`src/rtl/wmc_pkg.sv`:
```
// Package for the windowed miss counter: sizes, register indexes, finish causes
// and the structs that travel between the front end, the queue and the back end.
// No dependencies.
package wmc_pkg;

    // Window length and the widths that follow from it.
    localparam int WINDOW      = 500;
    localparam int POS_W       = $clog2(WINDOW);
    localparam int CNT_W       = $clog2(WINDOW + 1);

    // Fixed field widths.
    localparam int LAT_W       = 32;
    localparam int TARGET_W    = 12;
    localparam int LIMIT_W     = 32;
    localparam int OUT_CNT_W   = 9;
    localparam int CAUSE_W     = 2;
    localparam int CMP_W       = (CNT_W > TARGET_W) ? CNT_W : TARGET_W;

    // Configuration port.
    localparam int CFG_IDX_W   = 2;
    localparam int CFG_DATA_W  = 32;

    localparam logic [CFG_IDX_W-1:0] REG_MISS_THRESHOLD = 2'd0;
    localparam logic [CFG_IDX_W-1:0] REG_TARGET_COUNT   = 2'd1;
    localparam logic [CFG_IDX_W-1:0] REG_SAMPLE_LIMIT   = 2'd2;

    // Queue between the front and the back end.
    localparam int QUEUE_DEPTH = 2;
    localparam int Q_PTR_W     = $clog2(QUEUE_DEPTH);
    localparam int Q_CNT_W     = $clog2(QUEUE_DEPTH + 1);

    typedef enum logic [CAUSE_W-1:0] {
        CAUSE_RUNNING = 2'd0,
        CAUSE_TARGET  = 2'd1,
        CAUSE_TIMEOUT = 2'd2
    } cause_t;

    typedef struct packed {
        logic                  en;
        logic [CFG_IDX_W-1:0]  index;
        logic [CFG_DATA_W-1:0] data;
    } cfg_write_t;

    // A classified request: the start flag and the miss bit.
    typedef struct packed {
        logic start;
        logic miss;
    } q_entry_t;

    typedef struct packed {
        logic     valid;
        q_entry_t entry;
    } q_slot_t;

endpackage

```
`src/rtl/wmc_in_if.sv`:
```
// Input channel of the windowed miss counter: one latency sample per request.
// Depends on wmc_pkg.
interface wmc_in_if;
    logic                      valid;
    logic                      ready;
    logic                      start_req;
    logic [wmc_pkg::LAT_W-1:0] latency;

    modport source (output valid, output start_req, output latency, input ready);
    modport sink   (input valid, input start_req, input latency, output ready);
endinterface

```
`src/rtl/wmc_out_if.sv`:
```
// Output channel of the windowed miss counter: the state after each request.
// Depends on wmc_pkg.
interface wmc_out_if;
    logic                          valid;
    logic                          ready;
    logic [wmc_pkg::OUT_CNT_W-1:0] window_misses;
    logic [wmc_pkg::OUT_CNT_W-1:0] peak_misses;
    logic                          finished;
    logic [wmc_pkg::CAUSE_W-1:0]   finish_cause;

    modport source (output valid, output window_misses, output peak_misses,
                    output finished, output finish_cause, input ready);
    modport sink   (input valid, input window_misses, input peak_misses,
                    input finished, input finish_cause, output ready);
endinterface

```
`src/rtl/windowed_miss_counter.sv`:
```
// Top level of the windowed miss counter: configuration registers, front end,
// queue and back end. Depends on wmc_pkg, wmc_in_if, wmc_out_if and the submodules.
//
// Usage:
//   samples carries one request per latency sample (start_req, latency);
//   results returns one request per sample with the window miss count, the
//   peak count since start, the finished flag and the finish cause.
//   Configuration is written through cfg_we / cfg_index / cfg_data while the
//   block is idle: index 0 miss threshold, 1 target count, 2 sample limit.
// Timing:
//   A result is registered in the output register once its sample has passed through the queue.
//   Throughput is one sample per cycle while results.ready stays high; the ring update is one read-modify-write
//   of a single ring entry, and the next entry is prefetched from the ring
//   memory's registered read port so a sample can follow every cycle.
// Reset and stalls:
//   Reset clears all counters, the finish state and the configuration. The ring
//   needs no clearing pass: a wrap flag marks which entries hold written bits,
//   so the block accepts samples right after reset. When the receiver stalls,
//   the result is held in the output register and up to two more samples wait
//   in the queue before samples.ready drops.
module windowed_miss_counter
(
    input  logic                             clk,
    input  logic                             rst_n,
    input  logic                             cfg_we,
    input  logic [wmc_pkg::CFG_IDX_W-1:0]    cfg_index,
    input  logic [wmc_pkg::CFG_DATA_W-1:0]   cfg_data,
    wmc_in_if.sink                           samples,
    wmc_out_if.source                        results
);

    wmc_pkg::cfg_write_t cfg;
    wmc_pkg::q_slot_t    q_push;
    wmc_pkg::q_slot_t    q_head;
    logic                q_space;
    logic                q_pop;

    // Bundle the configuration write for both ends.
    assign cfg.en    = cfg_we;
    assign cfg.index = cfg_index;
    assign cfg.data  = cfg_data;

    wmc_front u_front
    (
        .clk     (clk),
        .rst_n   (rst_n),
        .cfg     (cfg),
        .samples (samples),
        .q_space (q_space),
        .q_push  (q_push)
    );

    wmc_queue u_queue
    (
        .clk   (clk),
        .rst_n (rst_n),
        .push  (q_push),
        .space (q_space),
        .head  (q_head),
        .pop   (q_pop)
    );

    wmc_back u_back
    (
        .clk     (clk),
        .rst_n   (rst_n),
        .cfg     (cfg),
        .head    (q_head),
        .pop     (q_pop),
        .results (results)
    );

endmodule

```
`src/rtl/wmc_front.sv`:
```
// Front end: holds the miss threshold, accepts requests and classifies each
// latency as a miss or a hit. Depends on wmc_pkg and wmc_in_if.
module wmc_front
(
    input  logic                clk,
    input  logic                rst_n,
    input  wmc_pkg::cfg_write_t cfg,
    wmc_in_if.sink              samples,
    input  logic                q_space,
    output wmc_pkg::q_slot_t    q_push
);

    logic [wmc_pkg::LAT_W-1:0] threshold_reg;
    logic [wmc_pkg::LAT_W-1:0] threshold_next;

    // Threshold register write.
    always_comb
    begin
        threshold_next = threshold_reg;
        if (cfg.en && cfg.index == wmc_pkg::REG_MISS_THRESHOLD)
        begin
            threshold_next = cfg.data[wmc_pkg::LAT_W-1:0];
        end
    end

    always_ff @(posedge clk or negedge rst_n)
    begin
        if (!rst_n)
        begin
            threshold_reg <= '0;
        end
        else
        begin
            threshold_reg <= threshold_next;
        end
    end

    // Accept while the queue has room, classify on the way in.
    assign samples.ready      = q_space;
    assign q_push.valid       = samples.valid && q_space;
    assign q_push.entry.start = samples.start_req;
    assign q_push.entry.miss  = (samples.latency >= threshold_reg);

endmodule

```
`src/rtl/wmc_queue.sv`:
```
// Short queue between the front and the back end of the windowed miss counter.
// Depends on wmc_pkg.
module wmc_queue
(
    input  logic             clk,
    input  logic             rst_n,
    input  wmc_pkg::q_slot_t push,
    output logic             space,
    output wmc_pkg::q_slot_t head,
    input  logic             pop
);

    wmc_pkg::q_entry_t             slot_reg [wmc_pkg::QUEUE_DEPTH];
    logic [wmc_pkg::Q_PTR_W-1:0]   wr_ptr_reg;
    logic [wmc_pkg::Q_PTR_W-1:0]   wr_ptr_next;
    logic [wmc_pkg::Q_PTR_W-1:0]   rd_ptr_reg;
    logic [wmc_pkg::Q_PTR_W-1:0]   rd_ptr_next;
    logic [wmc_pkg::Q_CNT_W-1:0]   count_reg;
    logic [wmc_pkg::Q_CNT_W-1:0]   count_next;
    logic                          do_push;
    logic                          do_pop;

    assign space      = (count_reg < wmc_pkg::Q_CNT_W'(wmc_pkg::QUEUE_DEPTH));
    assign head.valid = (count_reg != '0);
    assign head.entry = slot_reg[rd_ptr_reg];
    assign do_push    = push.valid && space;
    assign do_pop     = pop && head.valid;

    // Pointer and fill count update.
    always_comb
    begin
        wr_ptr_next = wr_ptr_reg;
        rd_ptr_next = rd_ptr_reg;
        count_next  = count_reg;
        if (do_push)
        begin
            wr_ptr_next = (wr_ptr_reg == wmc_pkg::Q_PTR_W'(wmc_pkg::QUEUE_DEPTH - 1))
                          ? '0 : wr_ptr_reg + 1'b1;
        end
        if (do_pop)
        begin
            rd_ptr_next = (rd_ptr_reg == wmc_pkg::Q_PTR_W'(wmc_pkg::QUEUE_DEPTH - 1))
                          ? '0 : rd_ptr_reg + 1'b1;
        end
        if (do_push && !do_pop)
        begin
            count_next = count_reg + 1'b1;
        end
        else if (do_pop && !do_push)
        begin
            count_next = count_reg - 1'b1;
        end
    end

    always_ff @(posedge clk or negedge rst_n)
    begin
        if (!rst_n)
        begin
            wr_ptr_reg <= '0;
            rd_ptr_reg <= '0;
            count_reg  <= '0;
        end
        else
        begin
            wr_ptr_reg <= wr_ptr_next;
            rd_ptr_reg <= rd_ptr_next;
            count_reg  <= count_next;
        end
    end

    // Slot storage needs no reset.
    always_ff @(posedge clk)
    begin
        if (do_push)
        begin
            slot_reg[wr_ptr_reg] <= push.entry;
        end
    end

    // The fill count never exceeds the depth.
    a_count_bound: assert property (@(posedge clk) disable iff (!rst_n)
        count_reg <= wmc_pkg::Q_CNT_W'(wmc_pkg::QUEUE_DEPTH))
        else $error("queue fill count above depth");

    // An empty queue has its pointers equal.
    a_ptr_gap: assert property (@(posedge clk) disable iff (!rst_n)
        (count_reg == '0) |-> (wr_ptr_reg == rd_ptr_reg))
        else $error("empty queue with pointers apart");

    // A push on a full queue is never attempted by the front end.
    a_no_overflow: assert property (@(posedge clk) disable iff (!rst_n)
        push.valid |-> space)
        else $error("push into a full queue");

endmodule

```
`src/rtl/wmc_back.sv`:
```
// Back end: miss ring, window count, peak, sample count and finish state,
// plus the output register. Depends on wmc_pkg and wmc_out_if.
module wmc_back
(
    input  logic                clk,
    input  logic                rst_n,
    input  wmc_pkg::cfg_write_t cfg,
    input  wmc_pkg::q_slot_t    head,
    output logic                pop,
    wmc_out_if.source           results
);

    // Configuration.
    logic [wmc_pkg::TARGET_W-1:0] target_reg;
    logic [wmc_pkg::TARGET_W-1:0] target_next;
    logic [wmc_pkg::LIMIT_W-1:0]  limit_reg;
    logic [wmc_pkg::LIMIT_W-1:0]  limit_next;

    // Measurement state.
    logic [wmc_pkg::CNT_W-1:0]    window_count_reg;
    logic [wmc_pkg::CNT_W-1:0]    window_count_next;
    logic [wmc_pkg::CNT_W-1:0]    peak_count_reg;
    logic [wmc_pkg::CNT_W-1:0]    peak_count_next;
    logic [wmc_pkg::POS_W-1:0]    ring_pos_reg;
    logic [wmc_pkg::POS_W-1:0]    ring_pos_next;
    logic                         wrapped_reg;
    logic                         wrapped_next;
    logic [wmc_pkg::LIMIT_W-1:0]  samples_reg;
    logic [wmc_pkg::LIMIT_W-1:0]  samples_next;
    logic                         done_reg;
    logic                         done_next;
    wmc_pkg::cause_t              cause_reg;
    wmc_pkg::cause_t              cause_next;

    // Output register.
    logic                         out_valid_reg;
    logic                         out_valid_next;
    logic [wmc_pkg::OUT_CNT_W-1:0] out_window_reg;
    logic [wmc_pkg::OUT_CNT_W-1:0] out_peak_reg;
    logic                         out_finished_reg;
    wmc_pkg::cause_t              out_cause_reg;

    // Ring memory with a registered read of the entry at the current position.
    logic                         ring_mem [wmc_pkg::WINDOW];
    logic                         ring_rd_reg;
    logic                         ring_we;

    // Values after a start request has been applied.
    logic                         start;
    logic [wmc_pkg::CNT_W-1:0]    eff_window;
    logic [wmc_pkg::CNT_W-1:0]    eff_peak;
    logic [wmc_pkg::POS_W-1:0]    eff_pos;
    logic                         eff_wrapped;
    logic [wmc_pkg::LIMIT_W-1:0]  eff_samples;
    logic                         eff_done;
    logic                         old_bit;
    logic [wmc_pkg::CNT_W-1:0]    new_window;

    // Configuration register writes.
    always_comb
    begin
        target_next = target_reg;
        limit_next  = limit_reg;
        if (cfg.en && cfg.index == wmc_pkg::REG_TARGET_COUNT)
        begin
            target_next = cfg.data[wmc_pkg::TARGET_W-1:0];
        end
        if (cfg.en && cfg.index == wmc_pkg::REG_SAMPLE_LIMIT)
        begin
            limit_next = cfg.data[wmc_pkg::LIMIT_W-1:0];
        end
    end

    assign pop   = head.valid && (!out_valid_reg || results.ready);
    assign start = head.entry.start;

    // A start request clears the measurement before the sample is used.
    assign eff_window  = start ? '0 : window_count_reg;
    assign eff_peak    = start ? '0 : peak_count_reg;
    assign eff_pos     = start ? '0 : ring_pos_reg;
    assign eff_wrapped = start ? 1'b0 : wrapped_reg;
    assign eff_samples = start ? '0 : samples_reg;
    assign eff_done    = start ? 1'b0 : done_reg;

    // Entries not yet written since the last clear read as zero.
    assign old_bit    = eff_wrapped && ring_rd_reg;
    assign new_window = eff_window - wmc_pkg::CNT_W'(old_bit)
                        + wmc_pkg::CNT_W'(head.entry.miss);

    // Measurement update for one request.
    always_comb
    begin
        window_count_next = window_count_reg;
        peak_count_next   = peak_count_reg;
        ring_pos_next     = ring_pos_reg;
        wrapped_next      = wrapped_reg;
        samples_next      = samples_reg;
        done_next         = done_reg;
        cause_next        = cause_reg;
        ring_we           = 1'b0;
        if (pop)
        begin
            window_count_next = eff_window;
            peak_count_next   = eff_peak;
            ring_pos_next     = eff_pos;
            wrapped_next      = eff_wrapped;
            samples_next      = eff_samples;
            done_next         = eff_done;
            cause_next        = start ? wmc_pkg::CAUSE_RUNNING : cause_reg;
            if (!eff_done)
            begin
                if (eff_samples >= limit_reg)
                begin
                    done_next  = 1'b1;
                    cause_next = wmc_pkg::CAUSE_TIMEOUT;
                end
                else
                begin
                    ring_we           = 1'b1;
                    window_count_next = new_window;
                    if (new_window > eff_peak)
                    begin
                        peak_count_next = new_window;
                    end
                    if (wmc_pkg::CMP_W'(new_window) >= wmc_pkg::CMP_W'(target_reg))
                    begin
                        done_next  = 1'b1;
                        cause_next = wmc_pkg::CAUSE_TARGET;
                    end
                    else
                    begin
                        samples_next = eff_samples + 1'b1;
                        if (eff_pos == wmc_pkg::POS_W'(wmc_pkg::WINDOW - 1))
                        begin
                            ring_pos_next = '0;
                            wrapped_next  = 1'b1;
                        end
                        else
                        begin
                            ring_pos_next = eff_pos + 1'b1;
                        end
                    end
                end
            end
        end
    end

    // Output handshake: load on pop, drop when taken.
    always_comb
    begin
        out_valid_next = out_valid_reg;
        if (pop)
        begin
            out_valid_next = 1'b1;
        end
        else if (results.ready)
        begin
            out_valid_next = 1'b0;
        end
    end

    always_ff @(posedge clk or negedge rst_n)
    begin
        if (!rst_n)
        begin
            target_reg       <= '0;
            limit_reg        <= '0;
            window_count_reg <= '0;
            peak_count_reg   <= '0;
            ring_pos_reg     <= '0;
            wrapped_reg      <= 1'b0;
            samples_reg      <= '0;
            done_reg         <= 1'b0;
            cause_reg        <= wmc_pkg::CAUSE_RUNNING;
            out_valid_reg    <= 1'b0;
        end
        else
        begin
            target_reg       <= target_next;
            limit_reg        <= limit_next;
            window_count_reg <= window_count_next;
            peak_count_reg   <= peak_count_next;
            ring_pos_reg     <= ring_pos_next;
            wrapped_reg      <= wrapped_next;
            samples_reg      <= samples_next;
            done_reg         <= done_next;
            cause_reg        <= cause_next;
            out_valid_reg    <= out_valid_next;
        end
    end

    // Result payload, captured with the state it reports.
    always_ff @(posedge clk)
    begin
        if (pop)
        begin
            out_window_reg   <= window_count_next[wmc_pkg::OUT_CNT_W-1:0];
            out_peak_reg     <= peak_count_next[wmc_pkg::OUT_CNT_W-1:0];
            out_finished_reg <= done_next;
            out_cause_reg    <= cause_next;
        end
    end

    // Ring memory: write the new bit, prefetch the entry at the next position.
    always_ff @(posedge clk)
    begin
        if (ring_we)
        begin
            ring_mem[eff_pos] <= head.entry.miss;
        end
        ring_rd_reg <= ring_mem[ring_pos_next];
    end

    assign results.valid         = out_valid_reg;
    assign results.window_misses = out_window_reg;
    assign results.peak_misses   = out_peak_reg;
    assign results.finished      = out_finished_reg;
    assign results.finish_cause  = out_cause_reg;

    // The window count never exceeds the peak since the last start.
    a_peak_bound: assert property (@(posedge clk) disable iff (!rst_n)
        window_count_reg <= peak_count_reg)
        else $error("window count above peak");

    // A finished measurement carries a cause, a running one does not.
    a_cause_match: assert property (@(posedge clk) disable iff (!rst_n)
        done_reg == (cause_reg != wmc_pkg::CAUSE_RUNNING))
        else $error("finish flag and cause disagree");

    // The ring position stays inside the window.
    a_pos_range: assert property (@(posedge clk) disable iff (!rst_n)
        ring_pos_reg <= wmc_pkg::POS_W'(wmc_pkg::WINDOW - 1))
        else $error("ring position outside window");

    // After a start request at most one sample has been counted.
    a_start_clears: assert property (@(posedge clk) disable iff (!rst_n)
        (pop && start) |=> (samples_reg <= wmc_pkg::LIMIT_W'(1)))
        else $error("start request did not clear the sample count");

endmodule
```
`src/flat_wrapper.sv`:
```
// flat-port wrapper written by rule: the top's interface ports become plain ports
module windowed_miss_counter_flat 
  (clk, rst_n, cfg_we, cfg_index, cfg_data, samples_valid, samples_start_req, samples_latency, samples_ready, results_valid, results_window_misses, results_peak_misses, results_finished, results_finish_cause, results_ready);
  wmc_in_if samples_i ();
  wmc_out_if results_i ();
  input  logic clk;
  input  logic rst_n;
  input  logic cfg_we;
  input  logic [wmc_pkg::CFG_IDX_W-1:0] cfg_index;
  input  logic [wmc_pkg::CFG_DATA_W-1:0] cfg_data;
  input wire logic [$bits(samples_i.valid)-1:0] samples_valid;
  input wire logic [$bits(samples_i.start_req)-1:0] samples_start_req;
  input wire logic [$bits(samples_i.latency)-1:0] samples_latency;
  output wire logic [$bits(samples_i.ready)-1:0] samples_ready;
  output wire logic [$bits(results_i.valid)-1:0] results_valid;
  output wire logic [$bits(results_i.window_misses)-1:0] results_window_misses;
  output wire logic [$bits(results_i.peak_misses)-1:0] results_peak_misses;
  output wire logic [$bits(results_i.finished)-1:0] results_finished;
  output wire logic [$bits(results_i.finish_cause)-1:0] results_finish_cause;
  input wire logic [$bits(results_i.ready)-1:0] results_ready;
  assign samples_i.valid = samples_valid;
  assign samples_i.start_req = samples_start_req;
  assign samples_i.latency = samples_latency;
  assign samples_ready = samples_i.ready;
  assign results_valid = results_i.valid;
  assign results_window_misses = results_i.window_misses;
  assign results_peak_misses = results_i.peak_misses;
  assign results_finished = results_i.finished;
  assign results_finish_cause = results_i.finish_cause;
  assign results_i.ready = results_ready;
  windowed_miss_counter u_core (.clk(clk), .rst_n(rst_n), .cfg_we(cfg_we), .cfg_index(cfg_index), .cfg_data(cfg_data), .samples(samples_i), .results(results_i));
endmodule
```
`config.mk`:
```
export PLATFORM = sky130hd
export DESIGN_NAME = windowed_miss_counter_flat
export DESIGN_NICKNAME = d
export VERILOG_FILES = /design/src/rtl/wmc_pkg.sv /design/src/rtl/wmc_in_if.sv /design/src/rtl/wmc_out_if.sv /design/src/rtl/windowed_miss_counter.sv /design/src/rtl/wmc_front.sv /design/src/rtl/wmc_queue.sv /design/src/rtl/wmc_back.sv /design/src/flat_wrapper.sv
export SDC_FILE = /design/constraint.sdc
export NUM_CORES = 1
export LEC_CHECK = 0
export ABC_AREA = 0
export BUFFER_PORTS_ARGS = -buffer_cell sky130_fd_sc_hd__buf_2
export CAP_MARGIN = 40
export CORE_UTILIZATION = 55
export DETAILED_ROUTE_END_ITERATION = 10
export GPL_TIMING_DRIVEN = 1
export PLACE_DENSITY = 0.73
export SYNTH_ARGS = -nofsm -noshare
export SYNTH_HDL_FRONTEND = slang
export SYNTH_SLANG_ARGS = --single-unit
```
`constraint.sdc`:
```
create_clock -name clk -period 8.5 [get_ports clk]
set_clock_uncertainty 0.2 [all_clocks]
set_input_delay 0 -clock clk [delete_from_list [all_inputs] [get_ports clk]]
set_output_delay 0 -clock clk [all_outputs]
set_load 0.01 [all_outputs]
```
Word level (Yosys, flattened, before mapping)
Memory sizes are Yosys's and may differ from the RTL's. A register that Yosys moved wholly into a read port is not among the register bits.
Cells that the tools add are included.
{ "op_classes": {"n_eq_ne": 3, "add_sub_neg": 8, "mul": 0, "mux": 47, "reduce_logical": 18, "shifts": 0, "magnitude_cmp": 5, "div": 0, "bitwise_logic": 0} }
{ "op_table": {"columns": ["operator", "n"], "rows": [
  ["$mux W9", 15],
  ["$mux W32", 4],
  ["$ge A32 B32 Y1", 2],
  ["$add A32 B1 Y32 const B", 1],
  ["$mux W1", 21],
  ["$mux W2", 7],
  ["$ge A9 B12 Y1", 1],
  ["$logic_and A1 B1 Y1", 10],
  ["$add A9 B1 Y9", 1],
  ["$add A9 B1 Y9 const B", 1],
  ["$eq A9 B9 Y1 const B", 1],
  ["$gt A9 B9 Y1", 1],
  ["$sub A9 B1 Y9", 1],
  ["$reduce_bool A2 Y1", 3],
  ["$logic_not A1 Y1", 3],
  ["$add A1 B1 Y1 const B", 2],
  ["$add A2 B1 Y2 const B", 1],
  ["$eq A2 B1 Y1 const B", 1],
  ["$eq A2 B2 Y1 const B", 1],
  ["$logic_not A2 Y1", 1],
  ["$lt A2 B2 Y1 const B", 1],
  ["$sub A2 B1 Y2 const B", 1],
  ["$logic_or A1 B1 Y1", 1]
]} }
{ "totals": {"word_cells": 101, "ramBits": 504, "in_bits": 72, "register_bits": 165, "mem_count": 2, "romBits": 0, "output_inout_bits": 23, "latch_bits": 0} }
{ "memory_table": {"columns": ["name", "depth", "width", "read_ports", "rd_clocked_by_memory_dff", "wr", "line_no", "text"], "rows": [
  ["u_core.u_back.ring_mem", 500, 1, 1, 1, 1, "wmc_back.sv:44", "logic ring_mem [wmc_pkg::WINDOW];"],
  ["u_core.u_queue.slot_reg", 2, 2, 1, 0, 1, "wmc_queue.sv:13", "wmc_pkg::q_entry_t slot_reg [wmc_pkg::QUEUE_DEPTH];"]
]} }

Logic depth before layout (Yosys ltp)
Gate-level depths: netlist of the first run.
An unclocked memory read counts as a cell.
{ "logic_depth": {"ltp_word": 10, "mapped_depth": 36, "mapped_depth_nobuf": 28} }

Modules after synthesis
Synthesis of the first run repeated with hierarchy kept, for this count alone.
{ "unflattened": {"hier_cells": 2958, "hier_area_um2": 32047.0} }
{ "modules_own_cells": {"columns": ["mod", "cells_per_inst", "area_each_um2", "instances", "seq_area_each_um2"], "rows": [
  ["wmc_back", 2718, 29756.0, 1, 18367.6],
  ["wmc_front", 217, 1944.4, 1, 800.8],
  ["wmc_queue", 23, 346.6, 1, 220.2]
]} }

Worst setup path before layout of the first run
OpenSTA, ideal clock, no wires.
{ "synth_path": {"path_type": "register to register", "from": "reg u_core.u_queue.rd_ptr_reg", "to": "mem u_core.u_back.ring_mem[0], data pin", "path_buffers": 1, "t_required_ps": 6979, "setup_time_ps": 1321, "slack_ps": 996, "arrival_time_ps": 5983, "path_stages_with_launch": 4, "period_less_slack_ps": 7504, "cell_sequence": "dfrtp_1 buf_6 mux2i_1 inv_1"} }
{ "synth_lines": {"columns": ["item", "line_no", "text"], "rows": [
  ["from (decl)", "wmc_queue.sv:16", "logic [wmc_pkg::Q_PTR_W-1:0] rd_ptr_reg;"],
  ["from (signal assigned)", "wmc_queue.sv:66", "rd_ptr_reg <= rd_ptr_next;"],
  ["to (decl)", "wmc_back.sv:44", null]
]} }

Final worst setup path of the first run
{ "layout_path": {"from": "reg u_core.u_queue.rd_ptr_reg", "to": "reg u_core.u_back.ring_rd_reg, read port of u_core.u_back.ring_mem"} }
{ "layout_between": {"elab_chain_len": 10, "word_cells_on_any_way": 18, "cone_classes": "add/sub: 3; order compare: 2; eq/ne: 1; mux: 10; reduce/logical: 1; memory: 1"} }
{ "layout_lines": {"columns": ["item", "line_no", "text"], "rows": [
  ["$mem_v2 Z2 W2 (*)", null, null],
  ["$mux W1", "wmc_back.sv:81", "assign eff_wrapped = start ? 1'b0 : wrapped_reg;"],
  ["$logic_and A1 B1 Y1", "wmc_back.sv:86", "assign old_bit = eff_wrapped && ring_rd_reg;"],
  ["$sub A9 B1 Y9", "wmc_back.sv:87", "assign new_window = eff_window - wmc_pkg::CNT_W'(old_bit)"],
  ["$add A9 B1 Y9", "wmc_back.sv:88", "+ wmc_pkg::CNT_W'(head.entry.miss);"],
  ["$ge A9 B12 Y1", "wmc_back.sv:125", "if (wmc_pkg::CMP_W'(new_window) >= wmc_pkg::CMP_W'(target_reg))"],
  ["$mux W9", "wmc_back.sv:125", null],
  ["$mux W9", "wmc_back.sv:112", "if (eff_samples >= limit_reg)"],
  ["$mux W9 (*)", "wmc_back.sv:110", "if (!eff_done)"],
  ["$mux W9 (*)", "wmc_back.sv:101", "if (pop)"],
  ["to (decl)", "wmc_back.sv:45", "logic ring_rd_reg;"]
]} }
Mark *: on every way between the ends. The rest lies on a longest branch, timed or not.
A chain may end at the register's enable or synchronous reset.

==> results of run 1 <==
-- synth_stat cells, types with 56 or more instances --
cell type,number,area (µm²)
sky130_fd_sc_hd__a21oi_1,70,350.3
sky130_fd_sc_hd__clkbuf_1,120,450.4
sky130_fd_sc_hd__dfrtp_1,144,3603
sky130_fd_sc_hd__edfxtp_1,525,15770
sky130_fd_sc_hd__ha_1,97,1214
sky130_fd_sc_hd__inv_1,110,412.9
sky130_fd_sc_hd__mux2_2,56,630.6
sky130_fd_sc_hd__mux2i_1,149,1491
sky130_fd_sc_hd__nand2_1,389,1460
sky130_fd_sc_hd__nand3_1,70,350.3
sky130_fd_sc_hd__nor2_1,553,2076
sky130_fd_sc_hd__o21ai_0,86,430.4
-- final cells by class --
class	instances	area share
timing repair buffer	289	0.07422
sequential	670	0.5239
inverter	114	0.01177
clock buffer	96	0.05308
tap	756	0.02556
clock inverter	32	0.006086
multi-input combinational	1887	0.3053
-- repair_timing --
action | CTS | global route
setup buffers | 0 | 0
hold buffers | 127 | 0
endpoints found under the hold margin | 174 | 0
-- routing by layer --
metal	vias to the layer above	track usage
li1	10400	-
met1	11558	0.3912
met2	1283	0.4837
met3	252	0.05849
met4	0	0.1251
met5	-	0
-- power groups by stage --
stage               registers, mW  logic (mW)  clock network [mW]
floorplan                    4.38        3.12                   0
global placement             4.25        4.58                   0
detailed placement           4.24        4.74                   0
CTS                          4.18        4.83                2.97
global route                 4.20        5.25                3.10
finish                       4.18        4.94                2.96
-- cells by family after synthesis --
group | Yosys count | share of synthesized area
AO/OA/AOI/OAI | 375 | 0.07775
XOR/XNOR | 41 | 0.01129
adder cells (fa/ha/maj) | 98 | 0.03877
buffers and inverters | 292 | 0.03881
flip-flops | 670 | 0.6094
multiplexers | 213 | 0.07236
AND/OR/NAND/NOR | 1160 | 0.1516
-- layout by cell type (no fill, tap or decap), types with 38 or more instances in the layout --
master,synthesis,routed
sky130_fd_sc_hd__dfrtp_1,144,144
sky130_fd_sc_hd__mux2i_1,149,149
sky130_fd_sc_hd__a21oi_1,70,70
sky130_fd_sc_hd__inv_1,110,108
sky130_fd_sc_hd__buf_2,21,93
sky130_fd_sc_hd__clkbuf_16,0,74
sky130_fd_sc_hd__edfxtp_1,525,525
sky130_fd_sc_hd__nand2_1,389,389
sky130_fd_sc_hd__ha_1,97,97
sky130_fd_sc_hd__o21ai_0,86,86
sky130_fd_sc_hd__buf_4,14,40
sky130_fd_sc_hd__nor2_1,553,553
sky130_fd_sc_hd__mux2_2,56,56
sky130_fd_sc_hd__dlygate4sd3_1,0,126
sky130_fd_sc_hd__a31oi_1,40,40
sky130_fd_sc_hd__and2_1,38,38
sky130_fd_sc_hd__nand3_1,70,54
-- critical path, delay by kind of cell, from the launching register on --
family,cells,cell delay [ns]
flops,1,0.47
simple gates,4,1.26
mux,1,0.45
compound gates,14,2.80
xor+xnor,1,0.17
fa+ha+maj,4,1.07
buf+inv,5,1.10
-- final timing paths --
check | depth (start not counted) | to | from
max in group asynchronous | 5 | u_core.u_front.threshold_reg[14]$_DFFE_PN0P_ | rst_n
min in group asynchronous | 4 | u_core.u_front.threshold_reg[26]$_DFFE_PN0P_ | rst_n
min | 4 | u_core.u_queue.slot_reg[0][0]$_DFFE_PP_ | samples_latency[15]
max reg2reg | 29 | u_core.u_back.ring_rd_reg$_DFF_P_ | u_core.u_queue.rd_ptr_reg$_DFFE_PN0P_
max | 29 | u_core.u_back.ring_rd_reg$_DFF_P_ | u_core.u_queue.rd_ptr_reg$_DFFE_PN0P_
min reg2reg | 1 | u_core.u_back.samples_reg[14]$_DFFE_PN0P_ | u_core.u_back.samples_reg[14]$_DFFE_PN0P_
-- per-stage QoR --
step	utilization	area, µm²	power [mW]
floorplan	-	31820	7.499
finish	0.6513	37010	12.08
global placement	0.5803	32970	8.828
global route	0.6513	37010	12.55
detailed placement	0.5900	33530	8.979
CTS	0.6513	37010	11.98
==> impl_metrics.prom, run 1 <==
# TYPE chip_impl_metric gauge
chip_impl_metric{name="worstPathRequired",unit="ns"} 8.84
chip_impl_metric{name="yosys_register_bits",unit=""} 670
chip_impl_metric{name="net_count_final",unit=""} 3203
chip_impl_info{name="startpoint_type",value="register"} 1
chip_impl_metric{name="syn-instance-count",unit=""} 2849
chip_impl_metric{name="first_global_vias",unit=""} 23406
chip_impl_metric{name="fillerInstances",unit=""} 4173
chip_impl_metric{name="max-vdd-ir-drop",unit="µV"} 214.7
chip_impl_metric{name="pwr_density_cell",unit="nW/µm²"} 326.5
chip_impl_metric{name="grt_start_max_net_pins",unit=""} 206
chip_impl_metric{name="antenna_violations_before_repair",unit=""} 0
chip_impl_metric{name="largest_register_ff_count",unit=""} 500
chip_impl_metric{name="multi_input_comb_area",unit="µm²"} 11300
chip_impl_metric{name="htree_num_levels",unit=""} 3
chip_impl_metric{name="gp_congestion",unit=""} 0.9710
chip_impl_info{name="synth_ff_type",value="sky130_fd_sc_hd__edfxtp_1"} 1
chip_impl_metric{name="drt-total-wl",unit="µm"} 87160
chip_impl_metric{name="worstMarginPinSlew",unit="ns"} 0.9448
chip_impl_metric{name="layout_setup_ws",unit="ns"} 0.8623
chip_impl_metric{name="final_antenna_violating_net_count",unit=""} 0
chip_impl_metric{name="met2WireLength",unit="µm"} 41100
chip_impl_metric{name="min_period",unit="ns"} 7.638
chip_impl_metric{name="die_h",unit="µm"} 242.5
chip_impl_metric{name="combinationalPowerShare",unit=""} 0.409
chip_impl_info{name="status",value="finished clean"} 1
chip_impl_metric{name="num_vias",unit=""} 23493
chip_impl_metric{name="ios",unit=""} 95
chip_impl_metric{name="timing.max_cap.violations",unit=""} 0
chip_impl_metric{name="post_synth.cell_area_avg",unit="µm²"} 11.17
chip_impl_info{name="worst_setup_path_class",value="reg2reg"} 1
chip_impl_metric{name="dpl.cell_count",unit=""} 3589
chip_impl_metric{name="detailedPlacementHpwl",unit="µm"} 54080
chip_impl_metric{name="ys_async_sr_fraction",unit=""} 0.2149
chip_impl_metric{name="syn_to_final_growth",unit="%"} 16.31
chip_impl_metric{name="cts_buffers",unit=""} 71
chip_impl_info{name="worst_setup_path_end_kind",value="register"} 1
chip_impl_metric{name="die_x",unit="µm"} 242.5
chip_impl_metric{name="initial_util",unit=""} 0.5599
chip_impl_metric{name="timing.max_slew.rel_slack",unit=""} 0.3647
chip_impl_metric{name="mapped_nets",unit=""} 3019
chip_impl_metric{name="total_switching_power",unit="mW"} 4.627
chip_impl_info{name="unrepaired_setup_endpoints_after_global_routing",value="no"} 1
chip_impl_metric{name="ys.warnings.count",unit=""} 0
chip_impl_metric{name="total_leakage_power",unit="nW"} 13.59
chip_impl_metric{name="grt-ovfl-total",unit=""} 0
chip_impl_metric{name="post_drt_wl_per_cell",unit="µm"} 22.68
chip_impl_metric{name="detailedPlace.worstSlack",unit="ns"} 0.9670
chip_impl_metric{name="viasPerCell",unit=""} 6.112
chip_impl_metric{name="cell_int_power",unit="mW"} 7.456
chip_impl_metric{name="finalHoldViolCount",unit=""} 0
chip_impl_metric{name="ctsResizeCount",unit=""} 0
chip_impl_metric{name="grt_pass1_wl",unit="µm"} 134300
chip_impl_metric{name="setup_total_negative_slack",unit="ns"} 0
chip_impl_metric{name="finalCritPeriodShare",unit=""} 0.8986
chip_impl_metric{name="tritoncts_num_sinks",unit=""} 670
chip_impl_metric{name="slew_viol_final",unit=""} 0
chip_impl_metric{name="crit_path_max_fanout",unit=""} 29
chip_impl_metric{name="final.hold.worst_slack",unit="ns"} 0.01625
chip_impl_metric{name="post_synthesis_instance_area",unit="µm²"} 31820
chip_impl_metric{name="drive_gt1_frac",unit=""} 0.1159
chip_impl_metric{name="synth_cell_types",unit=""} 81
chip_impl_metric{name="timing.final.setup_violations",unit=""} 0
chip_impl_info{name="tritoncts_clock_tree",value="done"} 1
chip_impl_metric{name="remaining_drc_errors",unit=""} 0
chip_impl_metric{name="buffer_ports.inserted",unit=""} 94
chip_impl_metric{name="clkLatencyLatePin",unit="ns"} 0.62
chip_impl_metric{name="synth.yosys.seq_area_share",unit=""} 0.6094
chip_impl_metric{name="power.share.switching",unit=""} 0.3830
chip_impl_metric{name="register_area",unit="µm²"} 19390
chip_impl_metric{name="clock_power_share",unit=""} 0.245
chip_impl_metric{name="drt-pass1-iter-count",unit=""} 6
chip_impl_metric{name="fmax",unit="MHz"} 130.9
chip_impl_metric{name="wl_met3",unit="µm"} 8565
chip_impl_metric{name="worst-endpoint-arrival",unit="ns"} 7.98
chip_impl_metric{name="max-clock-path-buffers",unit=""} 3
chip_impl_metric{name="r2r_setup_slack",unit="ns"} 0.86
chip_impl_info{name="largest-register",value="u_core.u_back.ring_mem"} 1
chip_impl_metric{name="p_seq_frac",unit=""} 0.346
chip_impl_metric{name="floorplan.core_area",unit="µm²"} 56820
chip_impl_metric{name="rows",unit=""} 87
chip_impl_metric{name="groute.usage.overall",unit=""} 0.2976
chip_impl_info{name="ctsRootBufferMaster",value="sky130_fd_sc_hd__clkbuf_16"} 1
chip_impl_metric{name="fp.dieArea",unit="µm²"} 58810
chip_impl_metric{name="layoutNonFillerInstCount",unit=""} 3844
chip_impl_info{name="top_layer_used",value="met4"} 1
chip_impl_info{name="hold_path_class",value="in2reg"} 1
chip_impl_info{name="critical_path.slowest_cell",value="sky130_fd_sc_hd__or4_1"} 1
chip_impl_metric{name="drt_iter0_drc",unit=""} 2856
chip_impl_metric{name="met1_length",unit="µm"} 33750
chip_impl_metric{name="worst_setup_hold_path_clk_slew",unit="ns"} 0.06
chip_impl_metric{name="number_of_enable_type_register_cells_in_the_synthesized_netlist",unit=""} 525
chip_impl_metric{name="cpPeakStageDelay",unit="ns"} 0.53
chip_impl_metric{name="antenna_cells",unit=""} 0
No activity file was read; power rests on OpenSTA's default activity.
==> run 2: changes to the inputs <==
CORE_MARGIN = 4   (was default)
==> impl_metrics.prom, run 2 (same netlist as run 1, synthesis figures left out) <==
# TYPE chip_impl_metric gauge
chip_impl_info{name="status",value="finished clean"} 1
chip_impl_metric{name="syn_to_final_growth",unit="%"} 16.72
chip_impl_metric{name="max-clock-path-buffers",unit=""} 3
chip_impl_info{name="worst_setup_path_end_kind",value="register"} 1
chip_impl_metric{name="timing.hold.worst_path_depth",unit=""} 3
chip_impl_metric{name="ctsResizeCount",unit=""} 0
chip_impl_metric{name="tritoncts_num_sinks",unit=""} 670
chip_impl_info{name="r2r_start",value="u_core.u_queue.rd_ptr_reg$_DFFE_PN0P_"} 1
chip_impl_metric{name="timing.final.setup_violations",unit=""} 0
chip_impl_metric{name="final_area",unit="µm²"} 37140
chip_impl_metric{name="finalCritPeriodShare",unit=""} 0.8935
chip_impl_metric{name="drt-total-wl",unit="µm"} 86940
chip_impl_metric{name="rows",unit=""} 87
chip_impl_info{name="worst_setup_path_class",value="reg2reg"} 1
chip_impl_metric{name="slew_viol_final",unit=""} 0
chip_impl_metric{name="register_area",unit="µm²"} 19390
chip_impl_metric{name="drt_iter0_drc",unit=""} 2964
chip_impl_metric{name="viasPerCell",unit=""} 6.115
chip_impl_info{name="startpoint_type",value="register"} 1
chip_impl_metric{name="grt_pass1_wl",unit="µm"} 135000
chip_impl_metric{name="net_count_final",unit=""} 3208
chip_impl_metric{name="total_leakage_power",unit="nW"} 13.66
chip_impl_metric{name="first_global_vias",unit=""} 23784
chip_impl_metric{name="buffer_ports.inserted",unit=""} 94
chip_impl_metric{name="die_h",unit="µm"} 248.5
chip_impl_metric{name="detailedPlace.worstSlack",unit="ns"} 1.114
chip_impl_metric{name="worstPathRequired",unit="ns"} 8.83
chip_impl_info{name="tritoncts_clock_tree",value="done"} 1
chip_impl_metric{name="min_period",unit="ns"} 7.595
chip_impl_metric{name="final_core_utilization",unit=""} 0.6536
chip_impl_metric{name="worst-endpoint-arrival",unit="ns"} 7.93
chip_impl_metric{name="critical_path.n_buffers_inverters",unit=""} 3
chip_impl_info{name="final_common_cell",value="sky130_fd_sc_hd__nor2_1"} 1
chip_impl_metric{name="groute.usage.overall",unit=""} 0.2766
chip_impl_info{name="unrepaired_setup_endpoints_after_global_routing",value="no"} 1
chip_impl_metric{name="multi_input_comb_area",unit="µm²"} 11290
chip_impl_metric{name="placement.cell_area",unit="µm²"} 33380
chip_impl_info{name="critical-path-top-delay-family",value="compound AO/OA/AOI/OAI gates"} 1
chip_impl_info{name="hold_path_class",value="in2reg"} 1
chip_impl_metric{name="r2r_setup_slack",unit="ns"} 0.91
chip_impl_metric{name="dpl.cell_count",unit=""} 3588
chip_impl_metric{name="layout_setup_ws",unit="ns"} 0.9050
chip_impl_metric{name="cts_buffers",unit=""} 72
chip_impl_info{name="layout_common_cells",value="sky130_fd_sc_hd__nor2_1 (553), sky130_fd_sc_hd__edfxtp_1 (525), sky130_fd_sc_hd__nand2_1 (389)"} 1
chip_impl_info{name="critical_path.slowest_cell",value="sky130_fd_sc_hd__or3_1"} 1
chip_impl_metric{name="grt_start_max_net_pins",unit=""} 315
chip_impl_info{name="grt-busiest-layer",value="met2"} 1
chip_impl_info{name="worstReg2RegEnd",value="u_core.u_back.ring_rd_reg$_DFF_P_"} 1
chip_impl_metric{name="detailedPlacementHpwl",unit="µm"} 52730
chip_impl_metric{name="clkLatencyLatePin",unit="ns"} 0.61
chip_impl_metric{name="htree_num_levels",unit=""} 3
chip_impl_metric{name="worstMarginPinSlew",unit="ns"} 1.112
chip_impl_metric{name="post_drt_wl_per_cell",unit="µm"} 22.57
chip_impl_metric{name="grt-ovfl-total",unit=""} 0
chip_impl_info{name="largest-register",value="u_core.u_back.ring_mem"} 1
chip_impl_metric{name="r2r_cells",unit=""} 28
chip_impl_metric{name="remaining_drc_errors",unit=""} 0
chip_impl_metric{name="max-vdd-ir-drop",unit="µV"} 265.6
chip_impl_metric{name="worst_setup_hold_path_clk_slew",unit="ns"} 0.06
chip_impl_metric{name="antenna_violations_before_repair",unit=""} 1
chip_impl_metric{name="fp.dieArea",unit="µm²"} 61760
chip_impl_metric{name="cpPeakStageDelay",unit="ns"} 0.61
chip_impl_metric{name="finalHoldViolCount",unit=""} 0
chip_impl_metric{name="drive_gt1_frac",unit=""} 0.1189
chip_impl_info{name="worst_hold_path.endpoint",value="u_core.u_back.target_reg[3]$_DFFE_PN0P_"} 1
chip_impl_metric{name="layoutNonFillerInstCount",unit=""} 3852
chip_impl_metric{name="crit_path_max_fanout",unit=""} 18
chip_impl_metric{name="drt-pass1-iter-count",unit=""} 7
chip_impl_metric{name="fmax",unit="MHz"} 131.7
chip_impl_metric{name="pwr_density_cell",unit="nW/µm²"} 326.9
chip_impl_metric{name="initial_util",unit=""} 0.5599
chip_impl_metric{name="largest_register_ff_count",unit=""} 500
chip_impl_metric{name="hold_fix_buffer_count_after_cts",unit=""} 132
chip_impl_metric{name="fillerInstances",unit=""} 4166
chip_impl_metric{name="timing.max_slew.rel_slack",unit=""} 0.2588
chip_impl_metric{name="grtUsageMet3",unit=""} 0.05496
chip_impl_metric{name="cts_setup_buffers",unit=""} 0
chip_impl_metric{name="gp_congestion",unit=""} 0.9267
chip_impl_metric{name="floorplan.core_area",unit="µm²"} 56820
chip_impl_info{name="hold_path.startpoint",value="cfg_data[3]"} 1
chip_impl_metric{name="setup_total_negative_slack",unit="ns"} 0
chip_impl_metric{name="die_x",unit="µm"} 248.5
chip_impl_metric{name="ios",unit=""} 95
chip_impl_metric{name="grt_util_met2",unit=""} 0.4597
chip_impl_info{name="ctsRootBufferMaster",value="sky130_fd_sc_hd__clkbuf_16"} 1
chip_impl_metric{name="timing.max_cap.violations",unit=""} 0
chip_impl_metric{name="global_route.usage.met1",unit=""} 0.3584
chip_impl_metric{name="num_vias",unit=""} 23556
chip_impl_metric{name="final_antenna_violating_net_count",unit=""} 0
## run 2: changes by cell type in the layout (fill, tap and decap cells not counted), sizes merged
cell,previous run,this run
diode,0,1
clkbuf,96,99
buf,163,162
clkinv,28,22
bufinv,2,7
dlygate4sd3,126,131
inv,114,115
## run 2: per-layer routing
metal	vias up	part of all wire
met3	273	0.097
met5	-	0.00020
met2	1264	0.48
met4	2	0.043
li1	10419	-
met1	11598	0.38
## run 2: worst max path at each step
stage / startpoint / to / slack, ns / cells past startpoint
final: u_core.u_queue.rd_ptr_reg$_DFFE_PN0P_ / u_core.u_back.ring_rd_reg$_DFF_P_ / 0.91 / 28
after floorplan: u_core.u_queue.rd_ptr_reg$_DFFE_PN0P_ / u_core.u_back.ring_mem[0]$_DFFE_PP_ / 1.0 / 3
after global placement: u_core.u_queue.rd_ptr_reg$_DFFE_PN0P_ / u_core.u_back.ring_rd_reg$_DFF_P_ / 1.22 / 28
after CTS: u_core.u_queue.rd_ptr_reg$_DFFE_PN0P_ / u_core.u_back.ring_rd_reg$_DFF_P_ / 1.04 / 28
after detailed placement: u_core.u_queue.rd_ptr_reg$_DFFE_PN0P_ / u_core.u_back.ring_rd_reg$_DFF_P_ / 1.11 / 28
after global routing: u_core.u_queue.rd_ptr_reg$_DFFE_PN0P_ / u_core.u_back.ring_rd_reg$_DFF_P_ / 0.44 / 28
## run 2: through the flow
stage          hold slack, ns  total power, mW
2_1_floorplan         -0.4956            7.499
3_3_place_gp          -0.1316            8.691
3_5_place_dp          -0.1171            8.817
4_1_cts              0.007801            12.07
5_1_grt               0.05412            12.70
6_report              0.04625            12.14
## run 2: cell type report
class                   count  share of cell area
multi-input cells        1887              0.3041
repair buffers            293             0.07152
diodes                      1          0.00006738
clock inverters            32            0.009568
well taps                 756             0.02547
inverters                 114             0.01172
flip-flops and latches    670              0.5221
clock buffers              99             0.05545
## run 2: worst register-to-register path: cells and delay by family (launching register included)
family                   cells  cell delay, ns
AO/OA/AOI/OAI               15            2.83
XOR/XNOR                     1            0.17
adder cells (fa/ha/maj)      4            1.07
buffers and inverters        3            0.55
flip-flops                   1            0.47
multiplexers                 1            0.47
AND/OR/NAND/NOR              4            1.78
## run 2: power breakdown
| group | total (mW) | switching [mW] | internal [mW] |
|---|---|---|---|
| Combinational | 4.75 | 3.09 | 1.66 |
| Clock | 3.20 | 1.28 | 1.91 |
| Sequential | 4.19 | 0.110 | 4.08 |
| Total | 12.1 | 4.48 | 7.66 |
